### src/hw/rtl/stl_pkg.sv
`timescale 1ns / 1ps
// ----------------------------------------------------------------------------
// stl_pkg
// Shared types, token codes, keyword table and byte classifiers for the lexer.
// ----------------------------------------------------------------------------
package stl_pkg;

  localparam int unsigned KEYWORD_BYTES = 12;
  localparam int unsigned NUM_KEYWORDS  = 22;
  localparam int unsigned MAX_RESULTS   = 6;
  localparam int unsigned NUM_CAND      = 7;
  localparam logic [9:0]  MAX_TOKEN_BYTES = 10'd1023;
  localparam logic [15:0] POS_MAX       = 16'hFFFF;

  localparam logic [7:0] CH_LF     = 8'h0A;
  localparam logic [7:0] CH_TAB    = 8'h09;
  localparam logic [7:0] CH_CR     = 8'h0D;
  localparam logic [7:0] CH_SPACE  = 8'h20;
  localparam logic [7:0] CH_HASH   = 8'h23;
  localparam logic [7:0] CH_DOT    = 8'h2E;
  localparam logic [7:0] CH_UNDER  = 8'h5F;
  localparam logic [7:0] CH_BSLASH = 8'h5C;
  localparam logic [7:0] CH_DQUOTE = 8'h22;
  localparam logic [7:0] CH_SQUOTE = 8'h27;
  localparam logic [7:0] CH_PLUS   = 8'h2B;
  localparam logic [7:0] CH_MINUS  = 8'h2D;
  localparam logic [7:0] CH_STAR   = 8'h2A;
  localparam logic [7:0] CH_SLASH  = 8'h2F;
  localparam logic [7:0] CH_EQ     = 8'h3D;
  localparam logic [7:0] CH_BANG   = 8'h21;
  localparam logic [7:0] CH_LT     = 8'h3C;
  localparam logic [7:0] CH_GT     = 8'h3E;
  localparam logic [7:0] CH_PCT    = 8'h25;
  localparam logic [7:0] CH_LPAR   = 8'h28;
  localparam logic [7:0] CH_RPAR   = 8'h29;
  localparam logic [7:0] CH_LBRACE = 8'h7B;
  localparam logic [7:0] CH_RBRACE = 8'h7D;
  localparam logic [7:0] CH_LBRACK = 8'h5B;
  localparam logic [7:0] CH_RBRACK = 8'h5D;
  localparam logic [7:0] CH_COMMA  = 8'h2C;
  localparam logic [7:0] CH_SEMI   = 8'h3B;
  localparam logic [7:0] CH_COLON  = 8'h3A;
  localparam logic [7:0] CH_QMARK  = 8'h3F;
  localparam logic [7:0] CH_N      = 8'h6E;
  localparam logic [7:0] CH_T      = 8'h74;
  localparam logic [7:0] AR_LEAD   = 8'hD8;
  localparam logic [7:0] AR_COMMA  = 8'h8C;
  localparam logic [7:0] AR_SEMI   = 8'h9B;

  localparam logic [5:0] K_INT     = 6'd0;
  localparam logic [5:0] K_FLOAT   = 6'd1;
  localparam logic [5:0] K_STRING  = 6'd2;
  localparam logic [5:0] K_IDENT   = 6'd3;
  localparam logic [5:0] K_KW0     = 6'd4;
  localparam logic [5:0] K_ADD     = 6'd26;
  localparam logic [5:0] K_SUB     = 6'd27;
  localparam logic [5:0] K_MUL     = 6'd28;
  localparam logic [5:0] K_DIV     = 6'd29;
  localparam logic [5:0] K_MOD     = 6'd30;
  localparam logic [5:0] K_POW     = 6'd31;
  localparam logic [5:0] K_EQEQ    = 6'd32;
  localparam logic [5:0] K_NE      = 6'd33;
  localparam logic [5:0] K_LT      = 6'd34;
  localparam logic [5:0] K_GT      = 6'd35;
  localparam logic [5:0] K_LE      = 6'd36;
  localparam logic [5:0] K_GE      = 6'd37;
  localparam logic [5:0] K_ASSIGN  = 6'd38;
  localparam logic [5:0] K_ADDEQ   = 6'd39;
  localparam logic [5:0] K_SUBEQ   = 6'd40;
  localparam logic [5:0] K_MULEQ   = 6'd41;
  localparam logic [5:0] K_DIVEQ   = 6'd42;
  localparam logic [5:0] K_LPAR    = 6'd43;
  localparam logic [5:0] K_RPAR    = 6'd44;
  localparam logic [5:0] K_LBRACE  = 6'd45;
  localparam logic [5:0] K_RBRACE  = 6'd46;
  localparam logic [5:0] K_LBRACK  = 6'd47;
  localparam logic [5:0] K_RBRACK  = 6'd48;
  localparam logic [5:0] K_COMMA   = 6'd49;
  localparam logic [5:0] K_SEMI    = 6'd50;
  localparam logic [5:0] K_COLON   = 6'd51;
  localparam logic [5:0] K_DOT     = 6'd52;
  localparam logic [5:0] K_ARROW   = 6'd53;
  localparam logic [5:0] K_EOF     = 6'd54;
  localparam logic [5:0] K_ERROR   = 6'd55;

  localparam logic REC_VALUE = 1'b0;
  localparam logic REC_END   = 1'b1;

  typedef enum logic [2:0] {
    M_IDLE, M_COMMENT, M_NUMBER, M_STRING, M_IDENT, M_OPER
  } mode_t;

  typedef struct packed {
    logic [7:0] src_byte;
    logic       end_of_source;
  } in_t;

  typedef struct packed {
    logic        rec_kind;
    logic [7:0]  value_byte;
    logic [5:0]  token_kind;
    logic [15:0] start_line;
    logic [15:0] start_column;
    logic [9:0]  value_length;
    logic        truncated;
    logic        last_result;
  } out_t;

  typedef struct packed {
    out_t [MAX_RESULTS-1:0] slot;
    logic [2:0]             cnt;
  } job_t;

  typedef logic [7:0] kwbuf_t [KEYWORD_BYTES];

  localparam logic [3:0] KW_LEN [NUM_KEYWORDS] = '{
    4'd10, 4'd8, 4'd8, 4'd8, 4'd6, 4'd8, 4'd10, 4'd6, 4'd4, 4'd8, 4'd10,
    4'd6, 4'd8, 4'd6, 4'd12, 4'd6, 4'd8, 4'd6, 4'd8, 4'd2, 4'd4, 4'd6
  };

  localparam logic [7:0] KW_TABLE [NUM_KEYWORDS][KEYWORD_BYTES] = '{
    '{8'hD9,8'h85,8'hD8,8'hAA,8'hD8,8'hBA,8'hD9,8'h8A,8'hD8,8'hB1,8'h00,8'h00},
    '{8'hD8,8'hAB,8'hD8,8'hA7,8'hD8,8'hA8,8'hD8,8'hAA,8'h00,8'h00,8'h00,8'h00},
    '{8'hD8,8'hAF,8'hD8,8'hA7,8'hD9,8'h84,8'hD8,8'hA9,8'h00,8'h00,8'h00,8'h00},
    '{8'hD8,8'hA3,8'hD8,8'hB1,8'hD8,8'hAC,8'hD8,8'hB9,8'h00,8'h00,8'h00,8'h00},
    '{8'hD8,8'hA5,8'hD8,8'hB0,8'hD8,8'hA7,8'h00,8'h00,8'h00,8'h00,8'h00,8'h00},
    '{8'hD9,8'h88,8'hD8,8'hA5,8'hD9,8'h84,8'hD8,8'hA7,8'h00,8'h00,8'h00,8'h00},
    '{8'hD8,8'hA3,8'hD8,8'hAB,8'hD9,8'h86,8'hD8,8'hA7,8'hD8,8'hA1,8'h00,8'h00},
    '{8'hD9,8'h84,8'hD9,8'h83,8'hD9,8'h84,8'h00,8'h00,8'h00,8'h00,8'h00,8'h00},
    '{8'hD9,8'h81,8'hD9,8'h8A,8'h00,8'h00,8'h00,8'h00,8'h00,8'h00,8'h00,8'h00},
    '{8'hD8,8'hAA,8'hD9,8'h88,8'hD9,8'h82,8'hD9,8'h81,8'h00,8'h00,8'h00,8'h00},
    '{8'hD8,8'hA7,8'hD8,8'hB3,8'hD8,8'hAA,8'hD9,8'h85,8'hD8,8'hB1,8'h00,8'h00},
    '{8'hD8,8'hB5,8'hD9,8'h86,8'hD9,8'h81,8'h00,8'h00,8'h00,8'h00,8'h00,8'h00},
    '{8'hD8,8'hAC,8'hD8,8'hAF,8'hD9,8'h8A,8'hD8,8'hAF,8'h00,8'h00,8'h00,8'h00},
    '{8'hD9,8'h87,8'hD8,8'hB0,8'hD8,8'hA7,8'h00,8'h00,8'h00,8'h00,8'h00,8'h00},
    '{8'hD8,8'hA7,8'hD8,8'hB3,8'hD8,8'hAA,8'hD9,8'h88,8'hD8,8'hB1,8'hD8,8'hAF},
    '{8'hD8,8'hB5,8'hD8,8'hAF,8'hD8,8'hB1,8'h00,8'h00,8'h00,8'h00,8'h00,8'h00},
    '{8'hD8,8'hB5,8'hD8,8'hAD,8'hD9,8'h8A,8'hD8,8'hAD,8'h00,8'h00,8'h00,8'h00},
    '{8'hD8,8'hAE,8'hD8,8'hB7,8'hD8,8'hA3,8'h00,8'h00,8'h00,8'h00,8'h00,8'h00},
    '{8'hD9,8'h81,8'hD8,8'hA7,8'hD8,8'hB1,8'hD8,8'hBA,8'h00,8'h00,8'h00,8'h00},
    '{8'hD9,8'h88,8'h00,8'h00,8'h00,8'h00,8'h00,8'h00,8'h00,8'h00,8'h00,8'h00},
    '{8'hD8,8'hA3,8'hD9,8'h88,8'h00,8'h00,8'h00,8'h00,8'h00,8'h00,8'h00,8'h00},
    '{8'hD9,8'h84,8'hD9,8'h8A,8'hD8,8'hB3,8'h00,8'h00,8'h00,8'h00,8'h00,8'h00}
  };

  function automatic out_t val_rec(input logic [7:0] c);
    out_t r;
    r = '0;
    r.rec_kind   = REC_VALUE;
    r.value_byte = c;
    return r;
  endfunction

  function automatic out_t end_rec(input logic [5:0] kind, input logic [15:0] line,
                                   input logic [15:0] col, input logic [9:0] len,
                                   input logic tr);
    out_t r;
    r = '0;
    r.rec_kind     = REC_END;
    r.token_kind   = kind;
    r.start_line   = line;
    r.start_column = col;
    r.value_length = len;
    r.truncated    = tr;
    return r;
  endfunction

  function automatic logic is_digit(input logic [7:0] c);
    return (c >= 8'h30) && (c <= 8'h39);
  endfunction

  function automatic logic is_letter(input logic [7:0] c);
    return ((c >= 8'h61) && (c <= 8'h7A)) || ((c >= 8'h41) && (c <= 8'h5A)) ||
           (c == CH_UNDER) || c[7];
  endfunction

  function automatic logic is_space(input logic [7:0] c);
    return (c == CH_SPACE) || ((c >= CH_TAB) && (c <= CH_CR));
  endfunction

  function automatic logic is_op_start(input logic [7:0] c);
    return (c == CH_PLUS) || (c == CH_MINUS) || (c == CH_STAR) || (c == CH_SLASH) ||
           (c == CH_EQ) || (c == CH_BANG) || (c == CH_LT) || (c == CH_GT);
  endfunction

  // Kind of a pending operator that closes on its own.
  function automatic logic [5:0] op1_kind(input logic [7:0] p);
    logic [5:0] k;
    case (p)
      CH_PLUS:  k = K_ADD;
      CH_MINUS: k = K_SUB;
      CH_STAR:  k = K_MUL;
      CH_SLASH: k = K_DIV;
      CH_EQ:    k = K_ASSIGN;
      CH_BANG:  k = K_ERROR;
      CH_LT:    k = K_LT;
      default:  k = K_GT;
    endcase
    return k;
  endfunction

  // Top bit set when c completes a two-byte operator with p.
  function automatic logic [6:0] op2_kind(input logic [7:0] p, input logic [7:0] c);
    logic [6:0] r;
    logic       eq;
    eq = (c == CH_EQ);
    r  = '0;
    case (p)
      CH_PLUS:  if (eq) r = {1'b1, K_ADDEQ};
      CH_MINUS: begin
        if (eq) r = {1'b1, K_SUBEQ};
        else if (c == CH_GT) r = {1'b1, K_ARROW};
      end
      CH_STAR: begin
        if (c == CH_STAR) r = {1'b1, K_POW};
        else if (eq) r = {1'b1, K_MULEQ};
      end
      CH_SLASH: if (eq) r = {1'b1, K_DIVEQ};
      CH_EQ:    if (eq) r = {1'b1, K_EQEQ};
      CH_BANG:  if (eq) r = {1'b1, K_NE};
      CH_LT:    if (eq) r = {1'b1, K_LE};
      default:  if (eq) r = {1'b1, K_GE};
    endcase
    return r;
  endfunction

  function automatic logic [5:0] single_kind(input logic [7:0] c);
    logic [5:0] k;
    case (c)
      CH_PCT:    k = K_MOD;
      CH_LPAR:   k = K_LPAR;
      CH_RPAR:   k = K_RPAR;
      CH_LBRACE: k = K_LBRACE;
      CH_RBRACE: k = K_RBRACE;
      CH_LBRACK: k = K_LBRACK;
      CH_RBRACK: k = K_RBRACK;
      CH_COMMA:  k = K_COMMA;
      CH_SEMI:   k = K_SEMI;
      CH_COLON:  k = K_COLON;
      CH_DOT:    k = K_DOT;
      default:   k = K_ERROR;
    endcase
    return k;
  endfunction

  function automatic logic [5:0] kw_kind(input kwbuf_t buf_in, input logic [3:0] fill);
    logic [5:0] k;
    logic       hit;
    k = K_IDENT;
    for (int i = NUM_KEYWORDS - 1; i >= 0; i--) begin
      hit = (fill == KW_LEN[i]);
      for (int j = 0; j < KEYWORD_BYTES; j++) begin
        if ((4'(j) < KW_LEN[i]) && (buf_in[j] != KW_TABLE[i][j])) hit = 1'b0;
      end
      if (hit) k = K_KW0 + 6'(i);
    end
    return k;
  endfunction

endpackage

### src/hw/rtl/stl_front.sv
`timescale 1ns / 1ps
// ----------------------------------------------------------------------------
// stl_front
// Classifies each source byte, keeps the scan state and builds the list of
// records that the byte causes as one job for the back end.
// ----------------------------------------------------------------------------
module stl_front (
  input  logic          clk,
  input  logic          rst,
  input  stl_pkg::in_t  src,
  input  logic          take,
  output stl_pkg::job_t job
);

  stl_pkg::mode_t  mode, mode_next;
  logic [7:0]      pop, pop_next;
  logic [15:0]     cl, cl_next, cc, cc_next, tl, tl_next, tc, tc_next;
  logic [9:0]      len, len_next;
  logic            ovf, ovf_next, dot, dot_next, cq, cq_next, esc, esc_next;
  logic [3:0]      kwfill, kwfill_next;
  stl_pkg::kwbuf_t kw;
  logic            kw_we;
  logic [3:0]      kw_idx;
  logic [7:0]      kw_byte;

  stl_pkg::out_t   cand [stl_pkg::NUM_CAND];
  logic [stl_pkg::NUM_CAND-1:0] cand_en;

  always_comb begin
    logic [7:0] c;
    logic [7:0] cv;
    logic       cont, close, push, do_start;
    logic [6:0] k2;
    logic [5:0] ck, sk;
    c        = src.src_byte;
    cv       = c;
    cont     = 1'b0;
    close    = 1'b0;
    push     = 1'b0;
    do_start = 1'b0;
    k2       = '0;
    sk       = '0;
    mode_next = mode; pop_next = pop; cl_next = cl; cc_next = cc;
    tl_next = tl; tc_next = tc; len_next = len; ovf_next = ovf;
    dot_next = dot; cq_next = cq; esc_next = esc; kwfill_next = kwfill;
    kw_we = 1'b0; kw_idx = kwfill; kw_byte = c;
    for (int i = 0; i < stl_pkg::NUM_CAND; i++) cand[i] = '0;
    cand_en = '0;

    unique case (mode)
      stl_pkg::M_NUMBER: ck = dot ? stl_pkg::K_FLOAT : stl_pkg::K_INT;
      stl_pkg::M_STRING: ck = stl_pkg::K_STRING;
      stl_pkg::M_IDENT:  ck = stl_pkg::kw_kind(kw, kwfill);
      default:           ck = stl_pkg::K_INT;
    endcase

    if (src.end_of_source) begin
      if (mode == stl_pkg::M_OPER) begin
        cand_en[0] = 1'b1;
        cand[0]    = stl_pkg::val_rec(pop);
        cand_en[2] = 1'b1;
        cand[2]    = stl_pkg::end_rec(stl_pkg::op1_kind(pop), tl, tc, 10'd1, 1'b0);
      end else if (mode == stl_pkg::M_NUMBER || mode == stl_pkg::M_STRING ||
                   mode == stl_pkg::M_IDENT) begin
        cand_en[2] = 1'b1;
        cand[2]    = stl_pkg::end_rec(ck, tl, tc, len, ovf);
      end
      cand_en[6] = 1'b1;
      cand[6]    = stl_pkg::end_rec(stl_pkg::K_EOF, cl, cc, 10'd0, 1'b0);
      // start a fresh source
      mode_next = stl_pkg::M_IDLE; pop_next = '0; cl_next = 16'd1; cc_next = 16'd1;
      tl_next = 16'd1; tc_next = 16'd1; len_next = '0; ovf_next = 1'b0;
      dot_next = 1'b0; cq_next = 1'b0; esc_next = 1'b0; kwfill_next = '0;
    end else begin
      unique case (mode)
        stl_pkg::M_COMMENT: begin
          if (c == stl_pkg::CH_LF) mode_next = stl_pkg::M_IDLE;
        end
        stl_pkg::M_NUMBER: begin
          if (stl_pkg::is_digit(c) || c == stl_pkg::CH_DOT) begin
            cont = 1'b1;
            if (c == stl_pkg::CH_DOT) dot_next = 1'b1;
          end else begin
            close    = 1'b1;
            do_start = 1'b1;
          end
        end
        stl_pkg::M_IDENT: begin
          if (stl_pkg::is_letter(c) || stl_pkg::is_digit(c)) begin
            cont = 1'b1;
            push = 1'b1;
          end else begin
            close    = 1'b1;
            do_start = 1'b1;
          end
        end
        stl_pkg::M_STRING: begin
          if (esc) begin
            esc_next = 1'b0;
            cont     = 1'b1;
            if (c == stl_pkg::CH_N) cv = stl_pkg::CH_LF;
            else if (c == stl_pkg::CH_T) cv = stl_pkg::CH_TAB;
          end else if (c == stl_pkg::CH_BSLASH) begin
            esc_next = 1'b1;
          end else if (c == (cq ? stl_pkg::CH_SQUOTE : stl_pkg::CH_DQUOTE)) begin
            close = 1'b1;
          end else begin
            cont = 1'b1;
          end
        end
        stl_pkg::M_OPER: begin
          k2         = stl_pkg::op2_kind(pop, c);
          cand_en[0] = 1'b1;
          cand[0]    = stl_pkg::val_rec(pop);
          cand_en[2] = 1'b1;
          mode_next  = stl_pkg::M_IDLE;
          pop_next   = '0;
          if (k2[6]) begin
            cand_en[1] = 1'b1;
            cand[1]    = stl_pkg::val_rec(c);
            cand[2]    = stl_pkg::end_rec(k2[5:0], tl, tc, 10'd2, 1'b0);
          end else begin
            cand[2]  = stl_pkg::end_rec(stl_pkg::op1_kind(pop), tl, tc, 10'd1, 1'b0);
            do_start = 1'b1;
          end
        end
        default: begin
          mode_next = stl_pkg::M_IDLE;
          do_start  = 1'b1;
        end
      endcase

      if (close) begin
        cand_en[2] = 1'b1;
        cand[2]    = stl_pkg::end_rec(ck, tl, tc, len, ovf);
        mode_next  = stl_pkg::M_IDLE;
        pop_next   = '0;
      end

      if (cont) begin
        if (len < stl_pkg::MAX_TOKEN_BYTES) begin
          cand_en[0] = 1'b1;
          cand[0]    = stl_pkg::val_rec(cv);
          len_next   = len + 10'd1;
        end else begin
          ovf_next = 1'b1;
        end
      end

      if (push) begin
        if (kwfill < 4'(stl_pkg::KEYWORD_BYTES)) kw_we = 1'b1;
        if (kwfill <= 4'(stl_pkg::KEYWORD_BYTES)) kwfill_next = kwfill + 4'd1;
      end

      if (do_start && !stl_pkg::is_space(c)) begin
        if (c == stl_pkg::CH_HASH) begin
          mode_next = stl_pkg::M_COMMENT;
        end else begin
          tl_next = cl; tc_next = cc; len_next = '0; ovf_next = 1'b0;
          dot_next = 1'b0; esc_next = 1'b0; kwfill_next = '0;
          if (stl_pkg::is_digit(c)) begin
            mode_next  = stl_pkg::M_NUMBER;
            cand_en[3] = 1'b1;
            cand[3]    = stl_pkg::val_rec(c);
            len_next   = 10'd1;
          end else if (stl_pkg::is_letter(c)) begin
            mode_next   = stl_pkg::M_IDENT;
            cand_en[3]  = 1'b1;
            cand[3]     = stl_pkg::val_rec(c);
            len_next    = 10'd1;
            kw_we       = 1'b1;
            kw_idx      = '0;
            kwfill_next = 4'd1;
          end else if (c == stl_pkg::CH_DQUOTE || c == stl_pkg::CH_SQUOTE) begin
            mode_next = stl_pkg::M_STRING;
            cq_next   = (c == stl_pkg::CH_SQUOTE);
          end else if (stl_pkg::is_op_start(c)) begin
            mode_next = stl_pkg::M_OPER;
            pop_next  = c;
          end else begin
            sk         = stl_pkg::single_kind(c);
            cand_en[3] = 1'b1;
            cand_en[5] = 1'b1;
            if (sk == stl_pkg::K_COMMA || sk == stl_pkg::K_SEMI) begin
              cand[3]    = stl_pkg::val_rec(stl_pkg::AR_LEAD);
              cand_en[4] = 1'b1;
              cand[4]    = stl_pkg::val_rec((sk == stl_pkg::K_COMMA) ?
                                            stl_pkg::AR_COMMA : stl_pkg::AR_SEMI);
              cand[5]    = stl_pkg::end_rec(sk, cl, cc, 10'd2, 1'b0);
              len_next   = 10'd2;
            end else begin
              cand[3]  = stl_pkg::val_rec((sk == stl_pkg::K_ERROR) ? stl_pkg::CH_QMARK : c);
              cand[5]  = stl_pkg::end_rec(sk, cl, cc, 10'd1, 1'b0);
              len_next = 10'd1;
            end
          end
        end
      end

      if (c == stl_pkg::CH_LF) begin
        if (cl < stl_pkg::POS_MAX) cl_next = cl + 16'd1;
        cc_next = 16'd1;
      end else if (cc < stl_pkg::POS_MAX) begin
        cc_next = cc + 16'd1;
      end
    end
  end

  // Pack the enabled records in order.
  always_comb begin
    logic [2:0] n;
    n   = '0;
    job = '0;
    for (int i = 0; i < stl_pkg::NUM_CAND; i++) begin
      if (cand_en[i] && n < 3'(stl_pkg::MAX_RESULTS)) begin
        job.slot[n] = cand[i];
        n = n + 3'd1;
      end
    end
    job.cnt = n;
  end

  always_ff @(posedge clk) begin
    if (rst) begin
      mode <= stl_pkg::M_IDLE; pop <= '0; cl <= 16'd1; cc <= 16'd1;
      tl <= 16'd1; tc <= 16'd1; len <= '0; ovf <= 1'b0; dot <= 1'b0;
      cq <= 1'b0; esc <= 1'b0; kwfill <= '0;
    end else if (take) begin
      mode <= mode_next; pop <= pop_next; cl <= cl_next; cc <= cc_next;
      tl <= tl_next; tc <= tc_next; len <= len_next; ovf <= ovf_next;
      dot <= dot_next; cq <= cq_next; esc <= esc_next; kwfill <= kwfill_next;
    end
  end

  always_ff @(posedge clk) begin
    if (take && kw_we) kw[kw_idx] <= kw_byte;
  end

endmodule

### src/hw/rtl/stl_job_fifo.sv
`timescale 1ns / 1ps
// ----------------------------------------------------------------------------
// stl_job_fifo
// Two-entry queue of jobs between the classifier and the record emitter.
// ----------------------------------------------------------------------------
module stl_job_fifo (
  input  logic          clk,
  input  logic          rst,
  input  logic          push,
  input  stl_pkg::job_t wdata,
  input  logic          pop,
  output stl_pkg::job_t rdata,
  output logic          full,
  output logic          empty
);

  stl_pkg::job_t mem [2];
  logic          wp, rp;
  logic [1:0]    count;

  assign full  = (count == 2'd2);
  assign empty = (count == 2'd0);
  assign rdata = mem[rp];

  always_ff @(posedge clk) begin
    if (push) mem[wp] <= wdata;
  end

  always_ff @(posedge clk) begin
    if (rst) begin
      wp    <= 1'b0;
      rp    <= 1'b0;
      count <= '0;
    end else begin
      if (push) wp <= ~wp;
      if (pop) rp <= ~rp;
      count <= count + 2'(push) - 2'(pop);
    end
  end

endmodule

### src/hw/rtl/stl_back.sv
`timescale 1ns / 1ps
// ----------------------------------------------------------------------------
// stl_back
// Walks the head job one record per request and marks the last record.
// ----------------------------------------------------------------------------
module stl_back (
  input  logic          clk,
  input  logic          rst,
  input  stl_pkg::job_t head,
  input  logic          head_valid,
  output logic          head_pop,
  output stl_pkg::out_t rec,
  output logic          rec_valid,
  input  logic          rec_stall
);

  logic [2:0] idx;
  logic       last;

  assign last      = (idx == head.cnt - 3'd1);
  assign rec_valid = head_valid;
  assign head_pop  = head_valid && !rec_stall && last;

  always_comb begin
    rec             = head.slot[idx];
    rec.last_result = last;
  end

  always_ff @(posedge clk) begin
    if (rst) begin
      idx <= '0;
    end else if (head_valid && !rec_stall) begin
      idx <= last ? 3'd0 : idx + 3'd1;
    end
  end

endmodule

### src/hw/rtl/source_token_lexer.sv
`timescale 1ns / 1ps
// ----------------------------------------------------------------------------
// source_token_lexer
// Streaming lexer: source bytes in, value-byte and token-end records out.
// ----------------------------------------------------------------------------
//  channel | dir | handshake          | payload
//  src     | in  | src_valid/src_stall | in_t: src_byte, end_of_source
//  rec     | out | rec_valid/rec_stall | out_t: one record
//
// A byte is classified in the cycle it is taken; the records it causes (zero
// to five) go into a two-deep job queue and leave one per cycle from the head
// while rec is not stalled. Input is taken every cycle while the queue has
// room. Synchronous reset; no clearing pass.
// A stall on rec backs up the queue and then src_stall rises.
// ----------------------------------------------------------------------------
module source_token_lexer (
  input  logic          clk,
  input  logic          rst,
  input  logic          src_valid,
  output logic          src_stall,
  input  stl_pkg::in_t  src,
  output logic          rec_valid,
  input  logic          rec_stall,
  output stl_pkg::out_t rec
);

  stl_pkg::job_t job, head;
  logic          take, full, empty, head_pop;

  assign src_stall = full;
  assign take      = src_valid && !full;

  stl_front u_front (
    .clk  (clk),
    .rst  (rst),
    .src  (src),
    .take (take),
    .job  (job)
  );

  stl_job_fifo u_fifo (
    .clk   (clk),
    .rst   (rst),
    .push  (take && (job.cnt != 3'd0)),
    .wdata (job),
    .pop   (head_pop),
    .rdata (head),
    .full  (full),
    .empty (empty)
  );

  stl_back u_back (
    .clk        (clk),
    .rst        (rst),
    .head       (head),
    .head_valid (!empty),
    .head_pop   (head_pop),
    .rec        (rec),
    .rec_valid  (rec_valid),
    .rec_stall  (rec_stall)
  );

endmodule
### config.mk
export PLATFORM = sky130hd
export DESIGN_NAME = source_token_lexer
export DESIGN_NICKNAME = d
export VERILOG_FILES = /design/src/hw/rtl/stl_pkg.sv /design/src/hw/rtl/stl_front.sv /design/src/hw/rtl/stl_job_fifo.sv /design/src/hw/rtl/stl_back.sv /design/src/hw/rtl/source_token_lexer.sv
export SDC_FILE = /design/constraint.sdc
export NUM_CORES = 1
export LEC_CHECK = 0
export BUFFER_PORTS_ARGS = -buffer_cell sky130_fd_sc_hd__buf_2
export CAP_MARGIN = 20
export CORE_MARGIN = 8
export CORE_UTILIZATION = 40
export CTS_CLUSTER_SIZE = 30
export DETAILED_ROUTE_END_ITERATION = 8
export PLACE_DENSITY = 0.55
export SKIP_LAST_GASP = 1
export SLEW_MARGIN = 10
export SYNTH_ARGS = -nofsm -noshare
export SYNTH_HDL_FRONTEND = slang
export SYNTH_SLANG_ARGS = --single-unit
### constraint.sdc
create_clock -name clk -period 36.2 [get_ports clk]
set_clock_uncertainty 0.2 [all_clocks]
set_input_delay 3.62 -clock clk [delete_from_list [all_inputs] [get_ports clk]]
set_output_delay 3.62 -clock clk [all_outputs]
set_load 0.005 [all_outputs]
==> flow_metrics.env <==
export IMPL_slew_violations=0
export IMPL_cp_start_kind="input port"
export IMPL_cts_inserted_buffers=95
export IMPL_synthAdderAreaFrac=0.00616
export IMPL_required_ns=36.25
export IMPL_min_period_over_period=0.369
export IMPL_drc=0
export IMPL_final_common_cell="edfxtp_1"
export IMPL_r2r_end="u_fifo.mem[0][118]$_DFFE_PP_"
export IMPL_h_tree_depth=3
export IMPL_synth_area_mux_share=0.111
export IMPL_crit_buf_inv=5
export IMPL_r2r_start="u_front.pop[2]$_SDFFE_PP0P_"
export IMPL_ir_worst_vdd_mv=0.0450
export IMPL_dr_pass1_iters=5
export IMPL_num_vias=25760
export IMPL_avgSynthCellArea_um2=13.3
export IMPL_cp_arrival_ns=13.39
export IMPL_maxCapViolations=0
export IMPL_ys_seq_area_frac=0.626
export IMPL_hpwl_mm=67.7
export IMPL_multi_input_area_um2=14000
export IMPL_cts_setup_buffers=0
export IMPL_grt_use_total=0.191
export IMPL_fin_crit_ns=13.35
export IMPL_syn_inst=2985
export IMPL_drive_gt1_frac=0.160
export IMPL_grt_max_degree=179
export IMPL_clk_path_buf_depth=3
export IMPL_drt_iter0_drc=2583
export IMPL_synth_simple_gate_area_frac=0.135
export IMPL_avgRoutedWirePerCell_um=24.8
export IMPL_netlist_area_um2=39800
export IMPL_finalHoldViolCount=0
export IMPL_post_cts_resized=0
export IMPL_cts_sinks=863
export IMPL_yosys_warnings=0
export IMPL_synth_cell_types=108
export IMPL_grt_overflow=0
export IMPL_rrSetupSlack_ns=25.91
export IMPL_synth_compound_area_frac=0.0891
export IMPL_synth_async_reset_ratio=0
export IMPL_worstHoldEndpoint="u_front.ovf$_SDFFE_PP0P_"
export IMPL_cts_root_buf="clkbuf_16"
export IMPL_die_x_um=331
export IMPL_hold_start="u_front.ovf$_SDFFE_PP0P_"
export IMPL_hold_class="flip-flop to flip-flop"
export IMPL_io_buffer_count=73
export IMPL_core_area_um2=98600
export IMPL_dieArea_um2=110000
export IMPL_cts_clk_slew_worst_paths_ns=0.06
export IMPL_critical_path_top_delay_family="simple AND/OR/NAND/NOR gates"
export IMPL_synth_top_family_by_area="simple AND/OR/NAND/NOR gates"
export IMPL_relSlewSlack=0.212
export IMPL_nets=3031
export IMPL_boundaryPins=74
export IMPL_slowest_delay_ns=0.86
export IMPL_syn2layout_area_growth_pct=12.0
export IMPL_initial_core_util=0.404
export IMPL_rsz0062_at_grt="false"
export IMPL_fmax_mhz=74.9
export IMPL_cp_max_fo=177
export IMPL_seq_area_um2=24900
export IMPL_rr_worst_depth=30
export IMPL_tns_ns=0
export IMPL_worst_pin_slew_ns=1.18
export IMPL_final_core_util=0.452
export IMPL_antenna_left=0
export IMPL_placedCellCount=4189
export IMPL_critPathKind="input port to flip-flop"
export IMPL_min_path_cells=2
export IMPL_insertion_delay_ns=0.67
export IMPL_grt_antenna_before_repair=2
export IMPL_grt_pass1_wl_mm=164
export IMPL_setup_viol=0
export IMPL_hold_buffers=0
export IMPL_synth_ff_type="edfxtp_1"
export IMPL_final_cell_mix="edfxtp_1 (762), nand2_1 (377), nor2_1 (212)"
export IMPL_synth_edff_count=762
export IMPL_endpoint_kind="flip-flop"
export IMPL_die_height_um=331
export IMPL_ys_ff_latch=863
export IMPL_status="completed"
export IMPL_synth_xor_area_frac=0.00861
export IMPL_cellPowerDensity_nw_per_um2=62.3
export IMPL_fill_cells=8786
export IMPL_p_leak_nw=13.8
export IMPL_grt_pass1_vias=26097
export IMPL_cpMaxStageDelayCell="buf_4"
export IMPL_final_cell_count_no_fill=4366
export IMPL_drt_total_wl_mm=108
export IMPL_place_gp_congestion=0.894
export IMPL_syn_nets=3017
export IMPL_num_rows=115
export IMPL_vias_per_cell=5.90
export IMPL_cts_tree="built"
state kept, by name, summed over array words and instances, names as in the netlist, 4 cells and up, named ones only:
signal,count
u_front.cc,16
u_front.len,10
u_front.kwfill,4
u_fifo.mem,666
u_front.pop,8
u_front.tl,16
u_front.kw,96
u_front.tc,16
u_front.cl,16
cell usage after synthesis (9+ instances only):
master | number | area, µm²
edfxtp_1 | 762 | 22900
nand2_1 | 378 | 1420
nor2_1 | 214 | 803
mux4_2 | 165 | 3720
clkbuf_1 | 135 | 507
o21ai_0 | 135 | 676
o31ai_1 | 102 | 766
dfxtp_1 | 101 | 2020
and2_1 | 84 | 526
a21oi_1 | 78 | 390
mux2i_1 | 66 | 661
nor3_1 | 62 | 310
nand3_1 | 59 | 295
nand2b_1 | 35 | 219
nand4_1 | 33 | 206
buf_1 | 32 | 120
nor2b_1 | 31 | 194
inv_1 | 30 | 113
nor4_1 | 29 | 181
a22oi_1 | 27 | 203
buf_2 | 27 | 135
a22o_1 | 24 | 210
or3_1 | 24 | 150
xor2_1 | 23 | 201
o22ai_1 | 19 | 119
ha_1 | 18 | 225
and3_1 | 15 | 93.8
or2_2 | 14 | 87.6
xnor2_1 | 13 | 114
nand3b_1 | 12 | 90.1
a21o_1 | 10 | 75.1
a31oi_1 | 9 | 56.3
buf_4 | 9 | 67.6
nor4b_1 | 9 | 78.8
or4_1 | 9 | 67.6
tightest hold or removal path: cells and delay by family (launching register included):
kind	cells	cell delay, ns
DFF	1	0.33
and+or+nand+nor	1	0.07
AOI/OAI and AO/OA	1	0.04
metal layers:
layer  global-route usage  vias up  wire length [µm]
met3               0.0262      187              5660
li1                     -    11577                 -
met1                0.255    13158             46200
met2                0.326      838             53400
met4               0.0552        0              2890
met5                    0        -                 0
cell type report:
| type | count | area share |
|---|---|---|
| Clock inverter | 37 | 0.00999 |
| Clock buffer | 139 | 0.0603 |
| Inverter | 34 | 0.00286 |
| Timing Repair Buffer | 122 | 0.0176 |
| Sequential cell | 863 | 0.559 |
| Tap cell | 1287 | 0.0361 |
| Multi-Input combinational cell | 1883 | 0.314 |
| Antenna cell | 1 | 0.0000561 |
stage by stage:
stage               total power, mW  hold slack, ns  cell area [µm²]  worst slack [ns]
floorplan                      1.74           0.237            39800             12.01
global placement               1.84           0.259            41400             22.58
detailed placement             1.85           0.263            41400             22.25
CTS                            2.82           0.278            44600             22.94
global route                   2.89           0.304            44600             22.11
finish                         2.78           0.272            44600             22.85
cells by family (layout without fill, tap and decap cells):
logic type               Yosys count  after routing
buffers and inverters            239            332
XOR/XNOR                          37             37
AO/OA/AOI/OAI                    517            517
flip-flops                       863            863
other                              0              1
AND/OR/NAND/NOR                 1076           1076
multiplexers                     234            234
adder cells (fa/ha/maj)           19             19
where the power goes:
group / internal [mW] / total, mW / switching, mW
clock network: 0.567 / 0.959 / 0.392
logic: 0.198 / 0.513 / 0.315
registers: 1.26 / 1.31 / 0.0477
total: 2.02 / 2.78 / 0.754
worst max path at each step:
stage	startpoint	end	cells after the start
6_report	src[3]	u_fifo.mem[0][118]$_DFFE_PP_	32
5_1_grt	src[5]	u_fifo.mem[0][118]$_DFFE_PP_	31
3_5_place_dp	src[3]	u_fifo.mem[0][53]$_DFFE_PP_	32
2_1_floorplan	src[7]	u_fifo.mem[0][0]$_DFFE_PP_	28
4_1_cts	src[3]	u_fifo.mem[0][53]$_DFFE_PP_	32
3_3_place_gp	src[3]	u_fifo.mem[0][112]$_DFFE_PP_	32
Power figures use the tool's default switching activity.
